--- src/sv/csvtok_pkg.sv ---
// ----------------------------------------------------------------------------
// csvtok_pkg
// Shared types and character codes for the CSV record tokenizer.
// ----------------------------------------------------------------------------
package csvtok_pkg;

    typedef enum logic [1:0] {
        KIND_APPEND = 2'd0,
        KIND_CELL   = 2'd1,
        KIND_RECORD = 2'd2,
        KIND_DONE   = 2'd3
    } token_kind_t;

    localparam int DELIM_BITS = 16;

    localparam logic [7:0] CH_QUOTE = 8'h22;
    localparam logic [7:0] CH_LF    = 8'h0A;
    localparam logic [7:0] CH_CR    = 8'h0D;

    localparam logic [DELIM_BITS-1:0] DELIM_RESET = 16'h002C;

endpackage

--- src/sv/csv_record_tokenizer.sv ---
// ----------------------------------------------------------------------------
// csv_record_tokenizer
// Splits a character stream into append, end-cell, end-record and done tokens.
// ----------------------------------------------------------------------------
// One character enters per cycle while char_stall is low. An item is held in
// an input register and decoded against the three parser flags; its tokens go
// into an output register that downstream drains. Most items give one token,
// so the block sustains one item per clock while token_stall is low. An
// end-of-text item with a record still open gives an end of record and then
// done, holding the input register until both are out; the LF of a CR LF pair
// gives no token. The delimiter must be written through delimiter_we only
// while the block is idle, not enforced by the block. It resets to a comma.
module csv_record_tokenizer #(
    parameter int CHAR_BITS = 16
) (
    input  logic                               clk,
    input  logic                               rst_n,
    input  logic                               delimiter_we,
    input  logic [csvtok_pkg::DELIM_BITS-1:0]  delimiter_char,
    input  logic                               char_valid,
    output logic                               char_stall,
    input  logic [CHAR_BITS-1:0]               char_code,
    input  logic                               end_of_text,
    output logic                               token_valid,
    input  logic                               token_stall,
    output logic [1:0]                         token_kind,
    output logic [CHAR_BITS-1:0]               out_char,
    output logic                               last_of_run
);

    logic [csvtok_pkg::DELIM_BITS-1:0] delim_reg;

    logic                 item_valid_reg;
    logic [CHAR_BITS-1:0] item_char_reg;
    logic                 item_end_reg;
    logic                 phase_reg;

    logic in_quotes_reg,      in_quotes_next;
    logic record_pending_reg, record_pending_next;
    logic after_bare_cr_reg,  after_bare_cr_next;

    logic                    tok_valid_reg;
    csvtok_pkg::token_kind_t tok_kind_reg;
    logic [CHAR_BITS-1:0]    tok_char_reg;
    logic                    tok_last_reg;

    // decode of the held item
    logic                    two_res;
    logic                    no_res;
    csvtok_pkg::token_kind_t kind0;
    logic                    is_quote, is_lf, is_cr, is_delim;
    logic                    out_ok, emit, item_done, take_in;
    csvtok_pkg::token_kind_t emit_kind;
    logic                    emit_last;

    assign is_quote = item_char_reg == CHAR_BITS'(csvtok_pkg::CH_QUOTE);
    assign is_lf    = item_char_reg == CHAR_BITS'(csvtok_pkg::CH_LF);
    assign is_cr    = item_char_reg == CHAR_BITS'(csvtok_pkg::CH_CR);
    assign is_delim = item_char_reg == CHAR_BITS'(delim_reg);

    always_comb
    begin
        two_res             = 1'b0;
        no_res              = 1'b0;
        kind0               = csvtok_pkg::KIND_APPEND;
        in_quotes_next      = in_quotes_reg;
        record_pending_next = 1'b1;
        after_bare_cr_next  = 1'b0;
        if (item_end_reg)
        begin
            two_res             = record_pending_reg;
            kind0               = record_pending_reg ? csvtok_pkg::KIND_RECORD
                                                     : csvtok_pkg::KIND_DONE;
            in_quotes_next      = 1'b0;
            record_pending_next = 1'b0;
        end
        else if (is_quote)
        begin
            in_quotes_next = !in_quotes_reg;
        end
        else if (!in_quotes_reg && (is_lf || is_cr))
        begin
            if (is_lf && after_bare_cr_reg)
            begin
                // drop the LF of a CR LF pair
                no_res              = 1'b1;
                record_pending_next = record_pending_reg;
            end
            else
            begin
                kind0               = csvtok_pkg::KIND_RECORD;
                record_pending_next = 1'b0;
                after_bare_cr_next  = is_cr;
            end
        end
        else if (!in_quotes_reg && is_delim)
        begin
            kind0 = csvtok_pkg::KIND_CELL;
        end
    end

    assign out_ok    = !tok_valid_reg || !token_stall;
    assign emit      = item_valid_reg && !no_res && out_ok;
    assign emit_kind = phase_reg ? csvtok_pkg::KIND_DONE : kind0;
    assign emit_last = phase_reg || !two_res;
    assign item_done = item_valid_reg && (no_res || (out_ok && emit_last));
    assign char_stall = item_valid_reg && !item_done;
    assign take_in   = char_valid && !char_stall;

    always_ff @(posedge clk or negedge rst_n)
    begin
        if (!rst_n)
        begin
            delim_reg          <= csvtok_pkg::DELIM_RESET;
            item_valid_reg     <= 1'b0;
            phase_reg          <= 1'b0;
            in_quotes_reg      <= 1'b0;
            record_pending_reg <= 1'b0;
            after_bare_cr_reg  <= 1'b0;
            tok_valid_reg      <= 1'b0;
        end
        else
        begin
            if (delimiter_we)
                delim_reg <= delimiter_char;

            if (take_in)
                item_valid_reg <= 1'b1;
            else if (item_done)
                item_valid_reg <= 1'b0;

            // advance to the second token of an end item
            if (item_done)
                phase_reg <= 1'b0;
            else if (emit)
                phase_reg <= 1'b1;

            if (item_done)
            begin
                in_quotes_reg      <= in_quotes_next;
                record_pending_reg <= record_pending_next;
                after_bare_cr_reg  <= after_bare_cr_next;
            end

            if (emit)
                tok_valid_reg <= 1'b1;
            else if (!token_stall)
                tok_valid_reg <= 1'b0;
        end
    end

    always_ff @(posedge clk)
    begin
        if (take_in)
        begin
            item_char_reg <= char_code;
            item_end_reg  <= end_of_text;
        end
        if (emit)
        begin
            tok_kind_reg <= emit_kind;
            tok_char_reg <= (emit_kind == csvtok_pkg::KIND_APPEND) ? item_char_reg
                                                                   : '0;
            tok_last_reg <= emit_last;
        end
    end

    assign token_valid = tok_valid_reg;
    assign token_kind  = tok_kind_reg;
    assign out_char    = tok_char_reg;
    assign last_of_run = tok_last_reg;

endmodule

--- config.mk ---
export PLATFORM = sky130hd
export DESIGN_NAME = csv_record_tokenizer
export DESIGN_NICKNAME = d
export VERILOG_FILES = /design/src/sv/csvtok_pkg.sv /design/src/sv/csv_record_tokenizer.sv
export SDC_FILE = /design/constraint.sdc
export NUM_CORES = 1
export LEC_CHECK = 0
export BUFFER_PORTS_ARGS = -buffer_cell sky130_fd_sc_hd__buf_2
export CORE_ASPECT_RATIO = 0.5
export CORE_MARGIN = 4
export CORE_UTILIZATION = 50
export DETAILED_ROUTE_END_ITERATION = 6
export GPL_TIMING_DRIVEN = 0
export PLACE_DENSITY_LB_ADDON = 0.2
export SKIP_LAST_GASP = 1
export SYNTH_ARGS = -nofsm -noshare
export SYNTH_HDL_FRONTEND = slang
export SYNTH_SLANG_ARGS = --single-unit
export TNS_END_PERCENT = 30
--- constraint.sdc ---
create_clock -name clk -period 3.25 [get_ports clk]
set_input_delay 0.65 -clock clk [delete_from_list [all_inputs] [get_ports clk]]
set_output_delay 0.65 -clock clk [all_outputs]
set_load 0.05 [all_outputs]
-- Word-level counts from Yosys, hierarchy flattened
Index checks and enable logic that the tools add are counted.
- register bits after elaboration: 58
- latch bits: 0
- bits in writable memories: 0
- memory bits (read-only): 0
- input bits: 38
- output and inout bits: 21
- word-level logic and storage cells: 72
- memories: 0
- add/subtract/negate cells: 0
- $mul: 0
- div/mod/pow operators: 0
- magnitude comparators: 0
- equal/unequal tests: 6
- shift operators: 0
- mux-type cells: 28
- bitwise logic cells: 0
- reduce and logical (&&, ||, !) cells: 26
- operator list (cell ; number):
    $eq A16 B4 Y1 const B ; 2
    $mux W1 ; 23
    $eq A16 B16 Y1 ; 1
    $eq A16 B6 Y1 const B ; 1
    $mux W2 ; 5
    $logic_and A1 B1 Y1 ; 9
    $logic_not A1 Y1 ; 7
    $reduce_bool A2 Y1 ; 3
    $logic_or A1 B1 Y1 ; 4
    $ne A4 B4 Y1 const B ; 1
    $reduce_and A2 Y1 ; 2
    $logic_not A2 Y1 ; 1
    $ne A2 B1 Y1 const B ; 1

-- Depth between registers and ports, before layout
Gate-level depths: netlist of the first run.
- depth after elaboration: 13
- mapped depth: 6
- depth with buffers taken out: 6

-- Least setup slack after synthesis of the first run
No wires, ideal clock.
- path type: reg2reg
- start: register item_char_reg[8]
- end: register item_char_reg[0] (enable)
- library setup time: 0.392 ns
- data arrival time: 2.485 ns
- required time: 2.858 ns
- setup slack: 0.373 ns
- cell stages (with the launch flop): 6
- path buffers: 0
- clock period less this slack: 2.877 ns
- cell sequence: edfxtp_1 -> nor4_1 -> nand4_1 -> o21ai_0 -> nor2_1 -> nor2b_1
- word-level cells in the longest chain between the ends: 12
- elaborated cells between the ends (all ways): 16
- those cells by class: 3 x eq/ne; 4 x mux; 9 x reduce/logical
- RTL lines (element ; RTL line ; text):
    start: declaration ; csv_record_tokenizer.sv:34 ; logic [CHAR_BITS-1:0] item_char_reg;
    start signal: assignment ; csv_record_tokenizer.sv:156 ; item_char_reg <= char_code;
    $eq A16 B4 Y1, on equally long branches ; csv_record_tokenizer.sv:57, csv_record_tokenizer.sv:58 ;
    $logic_and A1 B1 Y1 or $logic_or A1 B1 Y1 (tied branches) ; csv_record_tokenizer.sv:83, csv_record_tokenizer.sv:81 ;
    $mux W1 or $logic_and A1 B1 Y1 (tied branches) ; csv_record_tokenizer.sv:83, csv_record_tokenizer.sv:81 ;
    $mux W1 ; csv_record_tokenizer.sv:81 ; else if (!in_quotes_reg && (is_lf || is_cr))
    $mux W1 (*) ; csv_record_tokenizer.sv:77 ; else if (is_quote)
    $mux W1 (*) ; csv_record_tokenizer.sv:69 ; if (item_end_reg)
    $logic_or A1 B1 Y1 (*) ; csv_record_tokenizer.sv:106 ; assign item_done = item_valid_reg && (no_res || (out_ok && emit_last));
    $logic_and A1 B1 Y1 (*) ; csv_record_tokenizer.sv:106 ;
    $logic_not A1 Y1 (*) ; csv_record_tokenizer.sv:107 ; assign char_stall = item_valid_reg && !item_done;
    $logic_and A1 B1 Y1 (*) ; csv_record_tokenizer.sv:107 ;
    net char_stall ; csv_record_tokenizer.sv:21 ; output logic char_stall,
    $logic_not A1 Y1 (*) ; csv_record_tokenizer.sv:108 ; assign take_in = char_valid && !char_stall;
    $logic_and A1 B1 Y1 (*) ; csv_record_tokenizer.sv:108 ;
    net take_in ; csv_record_tokenizer.sv:52 ; logic out_ok, emit, item_done, take_in;
The timed path passes the listed nets; every way through them passes the cells marked *.
A chain may end at the register's enable or synchronous reset.

-- Worst setup path in the final report of the first run
- start: register item_char_reg[4]
- end: output char_stall
- word-level cells in the longest chain between the ends: 10
- elaborated cells between the ends (all ways): 14
- those cells by class: 3 x eq/ne; 4 x mux; 7 x reduce/logical
- RTL lines (element ; RTL line):
    $eq A16 B4 Y1, on equally long branches ; csv_record_tokenizer.sv:57, csv_record_tokenizer.sv:58
    $logic_and A1 B1 Y1 or $logic_or A1 B1 Y1 (tied branches) ; csv_record_tokenizer.sv:83, csv_record_tokenizer.sv:81
    $mux W1 or $logic_and A1 B1 Y1 (tied branches) ; csv_record_tokenizer.sv:83, csv_record_tokenizer.sv:81
    $mux W1 ; csv_record_tokenizer.sv:81
    $mux W1 (*) ; csv_record_tokenizer.sv:77
    $mux W1 (*) ; csv_record_tokenizer.sv:69
    $logic_or A1 B1 Y1 (*) ; csv_record_tokenizer.sv:106
    $logic_and A1 B1 Y1 (*) ; csv_record_tokenizer.sv:106
    $logic_not A1 Y1 (*) ; csv_record_tokenizer.sv:107
    $logic_and A1 B1 Y1 (*) ; csv_record_tokenizer.sv:107
    end: declaration ; csv_record_tokenizer.sv:21
Every way passes the cells marked *; elsewhere a longest branch is shown, timed or not.

==> results.py, run 1 <==
metrics = {
    "setup_path": {
        "cpPeakStageDelay_ns": 0.48,
        "rrSetupSlack_ns": 0.47,
        "rr_worst_depth": 5,
        "crit_chain": "nor4_1 > nand4_1 > o21ai_1 > nor2_1 > buf_2",
        "cp.depth": 5,
        "worst-path-max-fanout": 5,
        "crit_path_end_kind": "primary output",
        "cp_slowest_cell": "edfxtp_1",
        "required_ns": 2.60,
        "critPathTopFamily": "simple AND/OR/NAND/NOR gates",
        "critPathKind": "reg -> out",
        "r2r_end": "item_char_reg[1]",
        "reg2reg_from": "item_char_reg[4]",
        "cp-startpoint": "item_char_reg[4]",
        "crit_end": "char_stall",
        "cp.arrival_ns": 2.24,
        "timing.critical_path.from_type": "flop",
        "cp.buffers_inverters": 1,
    },
    "die": {
        "rows": 17,
        "core-area_um2": 4590,
        "die_w_um": 108,
        "dieArea_um2": 6230,
        "io_pins": 59,
        "initial_core_util_pct": 54.1,
        "dieHeight_um": 57.8,
    },
    "clocking": {
        "htree_levels": 3,
        "ctsHoldBuffers": 0,
        "clk_latency_ns": 0.32,
        "clk_pin_slew_worst_paths_ns": 0.07,
        "cts_root_buffer": "clkbuf_8",
        "clock_path_buffers": 2,
        "cts_setup_buffers": 0,
        "cts_tree": "built",
        "cts_buffers": 9,
        "cts_sinks": 58,
    },
    "finish": {
        "area.sequential_um2": 1640,
        "fin_util_pct": 67.3,
        "area_delta_synth_final_pct": 24.4,
        "nFillCells": 362,
        "mostFrequentLayoutCell": "buf_2",
        "drive_gt1_share_pct": 39.2,
        "mostFrequentLayoutCells": "buf_2, edfxtp_1, nand2_1, dfrtp_1, nor2_1",
        "diodes": 0,
        "postLayoutCellArea_um2": 3090,
        "layout.nets": 288,
        "finalNonFillerCells": 321,
        "multi_input_area_um2": 817,
    },
    "logic_synthesis": {
        "synth_cell_types": 38,
        "syn_area_per_cell_um2": 13.6,
        "ys_seq_elements": 58,
        "synthCells": 182,
        "synth_area_um2": 2480,
        "muxShareOfSynthArea_pct": 7.25,
        "syn-num-nets": 220,
        "synth_adder_area_share_pct": 0,
        "async_flop_share_pct": 37.9,
        "seq_area_frac_synth_pct": 65.8,
        "yosysWarnings": 0,
        "synth_top_family_by_area": "simple AND/OR/NAND/NOR gates",
        "synth_xor_xnor_area_share_pct": 5.64,
        "synth_edf_count": 36,
        "synth_flop_cell": "edfxtp_1",
        "synth_compound_area_share_pct": 3.63,
        "yosys.area_share.simple_pct": 16.1,
    },
    "flow_run": {
        "maxCapViolCount": 0,
    },
    "sta": {
        "max_freq_ghz": 0.346,
        "finalHoldViolCount": 0,
        "slew_headroom_pct": 33.7,
        "maxSlewViolCount": 0,
        "rsz0062_at_grt": "no",
        "min_period_ns": 2.89,
        "finalSetupViolCount": 0,
        "final.setup_skew_ns": 0.00778,
        "fin_crit_sh_pct": 88.8,
        "finalSetupTns_ns": 0,
        "worst_pin_slew_ns": 0.994,
    },
    "drt": {
        "ant_nets": 0,
        "drt_wl_total_mm": 5.11,
        "first_pass_iters": 4,
        "drt_iter0_markers": 62,
        "route.detailed.drc": 0,
        "wl_per_cell_um": 15.9,
        "vias": 1649,
        "drt-vias-per-instance": 5.14,
    },
    "grt": {
        "grt_pass1_vias": 1654,
        "grt_pass1_wl_mm": 8.20,
        "grt_usage_pct": 17.5,
        "grt_max_degree": 23,
        "antenna_found_initial": 0,
        "grt.overflow.total": 0,
    },
    "worst_hold_path": {
        "worstHoldPathType": "in -> async",
    },
    "placement": {
        "post-place-cells": 305,
        "io_buffers": 57,
        "hpwl_mm": 3.78,
        "gp_congestion": 0.876,
        "dpl-instance-area_um2": 2860,
    },
    "power": {
        "vdd_drop_max_mv": 0.341,
        "leakage_nw": 1.28,
        "power_density_nw_per_um2": 726,
    },
    "outcome": {
        "status": "complete, no violations",
    },
}
power by group:
group	total (W)	switching, W	internal, W	leakage [nW]
clock	0.000771	0.000266	0.000505	0.120
combinational	0.000462	0.000324	0.000137	0.556
sequential	0.00101	0.0000843	0.000925	0.607
per-layer routing:
layer  vias up  part of all wire [%]  track usage, %
met3         5                   6.2            5.45
met5         -                     0               0
met4         0                  0.49            5.40
met1       773                    48            24.3
li1        811                     -               -
met2        60                    45            26.8
synth_stat cells, types with 2 or more instances:
master	n	area share (%)
edfxtp_1	36	44
dfrtp_1	19	19
nand2_1	19	2.9
nor2_1	17	2.6
mux2_2	16	7.3
xor2_1	16	5.6
nor4_1	7	1.8
nand3_1	5	1.0
inv_1	4	0.60
dfstp_2	3	3.2
o21ai_0	3	0.60
a21oi_1	2	0.40
and3b_1	2	0.71
and4b_1	2	0.81
and4bb_2	2	1.0
clkbuf_1	2	0.30
nand2b_1	2	0.50
nand4_1	2	0.50
o41ai_1	2	0.71
or3_1	2	0.50
or4_1	2	0.60
cells by family (layout without fill, tap and decap cells):
logic type                Yosys count  after routing
xor gates and xnor gates           16             16
DFF                                58             58
muxes                              16             16
AOI/OAI and AO/OA                  13             13
and+or+nand+nor                    71             71
buffers and inverters               8             81
metrics by stage:
stage | hold WS (ns) | worst slack (ns) | power, W
4_1_cts | 0.303 | 0.179 | 0.00226
2_1_floorplan | 0.354 | 0.373 | 0.00135
6_report | 0.299 | 0.363 | 0.00224
5_1_grt | 0.329 | 0.175 | 0.00234
3_3_place_gp | 0.505 | 0.0150 | 0.00147
3_5_place_dp | 0.509 | -0.141 | 0.00149
worst min path at each step:
| stage | startpoint | cells past startpoint | to | slack [ns] |
|---|---|---|---|---|
| after floorplan | rst_n | 0 | after_bare_cr_reg | 0.35 |
| after global placement | record_pending_reg | 2 | record_pending_reg | 0.50 |
| after detailed placement | record_pending_reg | 2 | record_pending_reg | 0.51 |
| after CTS | rst_n | 1 | item_valid_reg | 0.30 |
| after global routing | rst_n | 1 | delim_reg[15] | 0.33 |
| final | rst_n | 1 | item_valid_reg | 0.30 |
what timing repair did:
action,4_1_cts,5_1_grt
endpoints found under the setup margin,17,1
gates cloned,0,0
resized for setup,1,1
final cells by class:
class | instances | share of cell area [%]
buffer | 4 | 0.729
clock buffer | 10 | 4.13
clock inverter | 6 | 3.40
inverter | 4 | 0.486
multi-input combinational | 116 | 26.4
sequential | 58 | 52.9
tap | 66 | 2.67
timing repair buffer | 57 | 9.23
Note: power is estimated with default switching activity, not from simulation.
==> run 2: changes to the inputs <==
--- a/config.mk
+++ b/config.mk
@@ -5,6 +5,7 @@
 export SDC_FILE = /design/constraint.sdc
 export NUM_CORES = 1
 export LEC_CHECK = 0
+export ABC_AREA = 1
 export BUFFER_PORTS_ARGS = -buffer_cell sky130_fd_sc_hd__buf_2
 export CORE_ASPECT_RATIO = 0.5
 export CORE_MARGIN = 4
==> run 2 against run 1 <==
- first-iteration DRC count is 61% higher
- combinational power is 39% higher
- power is 2.6% higher
- largest power group unchanged
- non-clock buffer count stayed put
- critical endpoint unchanged
==> results.py, run 2 <==
metrics = {
    "finish": {
        "postLayoutCellArea_um2": 3130,
        "nFillCells": 426,
        "finalNonFillerCells": 398,
        "layout.nets": 361,
        "multi_input_area_um2": 752,
        "mostFrequentLayoutCell": "nand2_1",
        "diodes": 0,
        "mostFrequentLayoutCells": "nand2_1, buf_2, edfxtp_1",
        "area_delta_synth_final_pct": 22.0,
        "area.sequential_um2": 1640,
        "drive_gt1_share_pct": 31.4,
    },
    "die": {
        "rows": 18,
        "dieArea_um2": 6410,
        "die_w_um": 109,
        "io_pins": 59,
        "core-area_um2": 4930,
        "dieHeight_um": 58.6,
        "initial_core_util_pct": 52.0,
    },
    "setup_path": {
        "critPathKind": "reg -> out",
        "required_ns": 2.60,
        "crit_path_end_kind": "primary output",
        "worst-path-max-fanout": 5,
        "cp.arrival_ns": 2.01,
        "timing.critical_path.from_type": "flop",
    },
    "placement": {
        "gp_congestion": 0.840,
        "dpl-instance-area_um2": 2940,
        "io_buffers": 57,
        "post-place-cells": 382,
        "dp_slack_ns": 0.890,
        "hpwl_mm": 3.89,
    },
    "drt": {
        "ant_nets": 0,
        "drt_wl_total_mm": 5.26,
        "wl_per_cell_um": 13.2,
        "vias": 1844,
        "drt_iter0_markers": 100,
        "first_pass_iters": 4,
        "route.detailed.drc": 0,
        "drt-vias-per-instance": 4.63,
    },
    "power": {
        "power_density_nw_per_um2": 735,
        "vdd_drop_max_mv": 0.329,
        "comb_power_share_pct": 27.8,
        "power.share.clock_pct": 27.2,
        "power_switching_w": 0.000820,
        "leakage_nw": 1.48,
        "seq_power_share_pct": 44.9,
        "p_int_w": 0.00148,
        "sw_frac_of_total_pct": 35.6,
    },
    "sta": {
        "max_freq_ghz": 0.375,
        "finalHoldViolCount": 0,
        "maxSlewViolCount": 0,
        "min_period_ns": 2.66,
        "setup_ws_ns": 0.587,
        "finalSetupTns_ns": 0,
        "worst_pin_slew_ns": 0.768,
        "finalSetupViolCount": 0,
        "slew_headroom_pct": 48.8,
        "final.setup_skew_ns": 0.00921,
        "rsz0062_at_grt": "no",
        "fin_crit_sh_pct": 81.9,
    },
    "clocking": {
        "cts_buffers": 9,
        "htree_levels": 3,
        "post_cts_resized": 0,
        "cts_sinks": 58,
        "clk_latency_ns": 0.34,
        "cts_tree": "built",
        "clk_pin_slew_worst_paths_ns": 0.06,
        "ctsHoldBuffers": 0,
        "cts_root_buffer": "clkbuf_8",
        "clock_path_buffers": 2,
        "cts_setup_buffers": 0,
    },
    "logic_synthesis": {
        "syn-num-nets": 293,
        "ys_top_cells_by_count": "nand2_1, edfxtp_1, inv_1",
        "synthCells": 255,
        "seq_area_frac_synth_pct": 63.8,
        "async_flop_share_pct": 37.9,
        "synth_most_common_cell": "nand2_1",
        "yosysTopAreaCellShare_pct": 42.1,
        "yosys.area.top_type": "edfxtp_1",
        "synth_area_leaders": "edfxtp_1, dfrtp_1, nand2_1",
        "synth_cell_types": 23,
        "syn_area_per_cell_um2": 10.1,
        "ys_seq_elements": 58,
        "yosysWarnings": 0,
        "synth_area_um2": 2560,
        "synth_edf_count": 36,
        "synth_flop_cell": "edfxtp_1",
    },
    "grt": {
        "grt_usage_pct": 18.6,
        "grt.overflow.total": 0,
        "grt_pass1_vias": 1872,
        "antenna_found_initial": 0,
        "grt_max_degree": 23,
        "grt_pass1_wl_mm": 8.58,
    },
    "flow_run": {
        "maxCapViolCount": 0,
    },
    "worst_hold_path": {
        "worstHoldPathType": "in -> async",
    },
    "outcome": {
        "status": "complete, no violations",
    },
}
-- run 2: cell types whose count changed after synthesis, moves of 7 or more --
cell     before  now
nor2_2        0   10
nand2_1      19   69
mux2_2       16    5
xor2_1       16    2
nor4_1        7    0
o21ai_0       3   14
nor2_1       17   27
inv_1         4   34
-- run 2: cell families after synthesis --
kind of cell    synth area share [%]
buf+inv                         6.93
simple gates                    22.8
flops                           63.8
compound gates                  3.32
xor+xnor                        1.02
mux                             2.19
-- run 2: metrics by stage --
| stage | util (%) | power (W) | hold WS (ns) |
|---|---|---|---|
| final | 63.5 | 0.00230 | 0.282 |
| after floorplan | - | 0.00153 | 0.354 |
| after CTS | 63.5 | 0.00233 | 0.279 |
| after global placement | 59.6 | 0.00167 | 0.475 |
| after global routing | 63.5 | 0.00243 | 0.301 |
| after detailed placement | 59.6 | 0.00169 | 0.490 |
-- run 2: routing by layer --
layer / global-route usage, % / wire (µm) / up-vias
met5: 0 / 0 / -
met3: 7.89 / 545 / 4
li1: - / - / 943
met1: 24.6 / 2340 / 828
met4: 6.93 / 34 / 0
met2: 27.8 / 2340 / 69
-- run 2: cell type report --
type | count | share of cell area (%)
Clock inverter | 1 | 0.160
Sequential cell | 58 | 52.2
Timing Repair Buffer | 57 | 9.11
Multi-Input combinational cell | 154 | 24.0
Clock buffer | 15 | 6.00
Inverter | 39 | 4.68
Buffer | 4 | 0.999
Tap cell | 70 | 2.80
-- run 2: path summary, 6_finish.rpt --
kind / slack [ns] / startpoint / endpoint / depth (start not counted)
worst max-delay path: 0.59 / item_char_reg[12] / char_stall / 10
worst min-delay path: 0.28 / rst_n / token_valid / 1
worst max register to register: 0.88 / item_char_reg[12] / item_char_reg[9] / 11
worst min register to register: 0.50 / delim_reg[3] / delim_reg[3] / 2
max in group asynchronous: 2.60 / rst_n / delim_reg[3] / 1
min in group clk: 0.48 / char_code[11] / item_char_reg[11] / 1
-- run 2: worst max-delay path, stage by stage, from the launching register on --
cell	delay, ns
edfxtp_1	0.49
nor2_1	0.14
nand2_1	0.09
nor2_4	0.16
nand2_1	0.09
nand2_1	0.11
nor2_1	0.05
nand2_1	0.12
nand3_1	0.12
inv_1	0.07
buf_2	0.25
-- run 2: power by group through the flow --
| stage | Sequential [W] | Combinational, W | Clock [W] |
|---|---|---|---|
| after floorplan | 0.00126 | 0.000269 | 0 |
| after detailed placement | 0.00105 | 0.000645 | 0 |
| final | 0.00103 | 0.000641 | 0.000627 |
| after global routing | 0.00105 | 0.000704 | 0.000680 |
| after CTS | 0.00103 | 0.000648 | 0.000647 |
| after global placement | 0.00104 | 0.000632 | 0 |
==> run 3: changes to the inputs <==
--- a/config.mk
+++ b/config.mk
@@ -9,7 +9,7 @@
 export BUFFER_PORTS_ARGS = -buffer_cell sky130_fd_sc_hd__buf_2
 export CORE_ASPECT_RATIO = 0.5
 export CORE_MARGIN = 4
-export CORE_UTILIZATION = 50
+export CORE_UTILIZATION = 48
 export DETAILED_ROUTE_END_ITERATION = 6
 export GPL_TIMING_DRIVEN = 0
 export PLACE_DENSITY_LB_ADDON = 0.2
==> constraint.sdc (replaced) <==
create_clock -name clk -period 2.3 [get_ports clk]
set_input_delay 0.46 -clock clk [delete_from_list [all_inputs] [get_ports clk]]
set_output_delay 0.46 -clock clk [all_outputs]
set_load 0.05 [all_outputs]
==> run 3 against run 2 <==
- sequential share of layout area decreased by 1.6 points
- sequential power grew 41%
- non-clock buffer count up 13
- clock skew down 0.0042 ns
- wire length up 0.19%
- utilization grew 0.57 points
- setup slack worse by 0.54 ns
- critical endpoint unchanged
- first-iteration DRC count down 40%
- register-to-register slack worse by 0.73 ns
- sequential cell count is the same
- largest power group unchanged
- largest cell class unchanged
- final cell count grew 3.3%
==> results.py, run 3 (same netlist as run 2, synthesis figures left out) <==
metrics = {
    "finish": {
        "drive_gt1_share_pct": 37.0,
        "diodes": 0,
        "layout.nets": 374,
        "postLayoutCellArea_um2": 3230,
        "mostFrequentLayoutCell": "nand2_1",
        "mostFrequentLayoutCells": "nand2_1, buf_2, edfxtp_1",
        "area_delta_synth_final_pct": 26.0,
        "area.sequential_um2": 1640,
        "nFillCells": 425,
        "multi_input_area_um2": 782,
    },
    "setup_path": {
        "cp_slowest_cell": "edfxtp_1",
        "crit_path_end_kind": "primary output",
        "crit_chain": "nor2_1 > nand2_1 > nor2_4 > nand3_1 > nor2_2 > nand2_4 > nand3_2 > inv_1 > buf_6",
        "reg2reg_from": "item_char_reg[14]",
        "required_ns": 1.84,
        "cp.arrival_ns": 1.80,
        "rrSetupSlack_ns": 0.15,
        "timing.critical_path.from_type": "flop",
        "r2r_end": "out_char[11]",
        "cpPeakStageDelay_ns": 0.43,
        "rr_worst_depth": 9,
        "worst-path-max-fanout": 5,
        "critPathKind": "reg -> out",
    },
    "clocking": {
        "cts_buffers": 9,
        "ctsHoldBuffers": 0,
        "htree_levels": 3,
        "clock_path_buffers": 2,
        "cts_tree": "built",
        "clk_latency_ns": 0.33,
        "cts_sinks": 58,
        "clk_pin_slew_worst_paths_ns": 0.06,
        "cts_root_buffer": "clkbuf_8",
    },
    "grt": {
        "grt_pass1_vias": 1812,
        "antenna_found_initial": 0,
        "grt_max_degree": 23,
        "grt.overflow.total": 0,
        "grt_usage_pct": 16.9,
        "grt_pass1_wl_mm": 8.34,
    },
    "die": {
        "core-area_um2": 5040,
        "dieHeight_um": 59.7,
        "rows": 18,
        "initial_core_util_pct": 50.8,
        "dieArea_um2": 6650,
        "die_w_um": 111,
        "io_pins": 59,
    },
    "power": {
        "vdd_drop_max_mv": 0.593,
        "leakage_nw": 1.54,
        "finalPower_w": 0.00316,
        "power_density_nw_per_um2": 979,
    },
    "placement": {
        "io_buffers": 57,
        "dpl-instance-area_um2": 2940,
        "gp_congestion": 0.875,
        "hpwl_mm": 3.86,
    },
    "drt": {
        "drt-vias-per-instance": 4.63,
        "route.detailed.drc": 0,
        "first_pass_iters": 5,
        "vias": 1904,
        "drt_iter0_markers": 60,
        "drt_wl_total_mm": 5.27,
        "ant_nets": 0,
        "wl_per_cell_um": 12.8,
    },
    "sta": {
        "maxSlewViolCount": 0,
        "final.setup_skew_ns": 0.00502,
        "max_freq_ghz": 0.443,
        "worst_hold_slack_ns": 0.105,
        "finalHoldViolCount": 0,
        "finalSetupViolCount": 0,
        "slew_headroom_pct": 52.3,
        "fin_crit_sh_pct": 98.1,
        "rsz0062_at_grt": "yes",
        "min_period_ns": 2.26,
        "worst_pin_slew_ns": 0.715,
    },
    "flow_run": {
        "maxCapViolCount": 0,
    },
    "outcome": {
        "status": "complete, no violations",
    },
    "worst_hold_path": {
        "worstHoldPathType": "in -> async",
    },
}
run 3: cell count changes in the layout (fill, tap and decap cells not counted), sizes merged:
| cell | delta |
|---|---|
| buf | +13 |
| clkbuf | -3 |
| clkinv | +3 |
| clkinvlp | +1 |
| inv | -1 |
run 3: worst max path at each step:
stage	from	end	slack, ns	depth (start not counted)
floorplan	item_char_reg[14]	item_char_reg[0]	0.37	11
global placement	item_char_reg[6]	item_char_reg[8]	0.03	11
detailed placement	item_char_reg[6]	item_char_reg[4]	-0.07	11
CTS	item_char_reg[8]	char_stall	0.002	10
global route	item_char_reg[14]	char_stall	-0.10	11
finish	item_char_reg[14]	char_stall	0.04	9
run 3: area by class of cell:
cell class / count / area share, %
clock inverter: 4 / 0.620
multi-input combinational: 154 / 24.2
buffer: 4 / 0.968
tap: 70 / 2.71
inverter: 39 / 4.65
sequential: 58 / 50.6
timing repair buffer: 70 / 12.0
clock buffer: 12 / 4.18
run 3: through the flow:
stage / TNS (ns) / worst slack [ns] / util (%) / std cells
after floorplan: 0 / 0.366 / - / 255
after global placement: 0 / 0.0297 / 58.2 / 382
after detailed placement: -1.11 / -0.0660 / 58.2 / 382
after CTS: 0 / 0.00176 / 62.7 / 405
after global routing: -0.648 / -0.103 / 64.0 / 411
final: 0 / 0.0432 / 64.0 / 411
run 3: worst max-delay path, delay by kind of cell (launching register included):
family	cells	cell delay, ns
buffers and inverters	2	0.19
flip-flops	1	0.43
AND/OR/NAND/NOR	7	0.84
run 3: layer usage:
| metal | global-route usage (%) | vias up | part of all wire [%] |
|---|---|---|---|
| met5 | 0 | - | 0 |
| met4 | 5.72 | 0 | 1.3 |
| met3 | 6.77 | 12 | 7.9 |
| met2 | 26.9 | 53 | 46 |
| met1 | 21.5 | 869 | 44 |
| li1 | - | 970 | - |
run 3: report_power, final:
group	switching [W]	total [W]	internal (W)	leakage (nW)
combinational	0.000707	0.000970	0.000263	0.848
clock	0.000359	0.000742	0.000383	0.0839
sequential	0.0000945	0.00145	0.00136	0.608
total	0.00116	0.00316	0.00200	1.54
run 3: repair_timing:
action | CTS | global route
gates cloned | 0 | 0
pin swaps | 2 | 7
endpoints found under the setup margin | 18 | 37
buffers inserted | 7 | 6
hold endpoints to repair | 0 | 0
gates resized for setup | 4 | 9
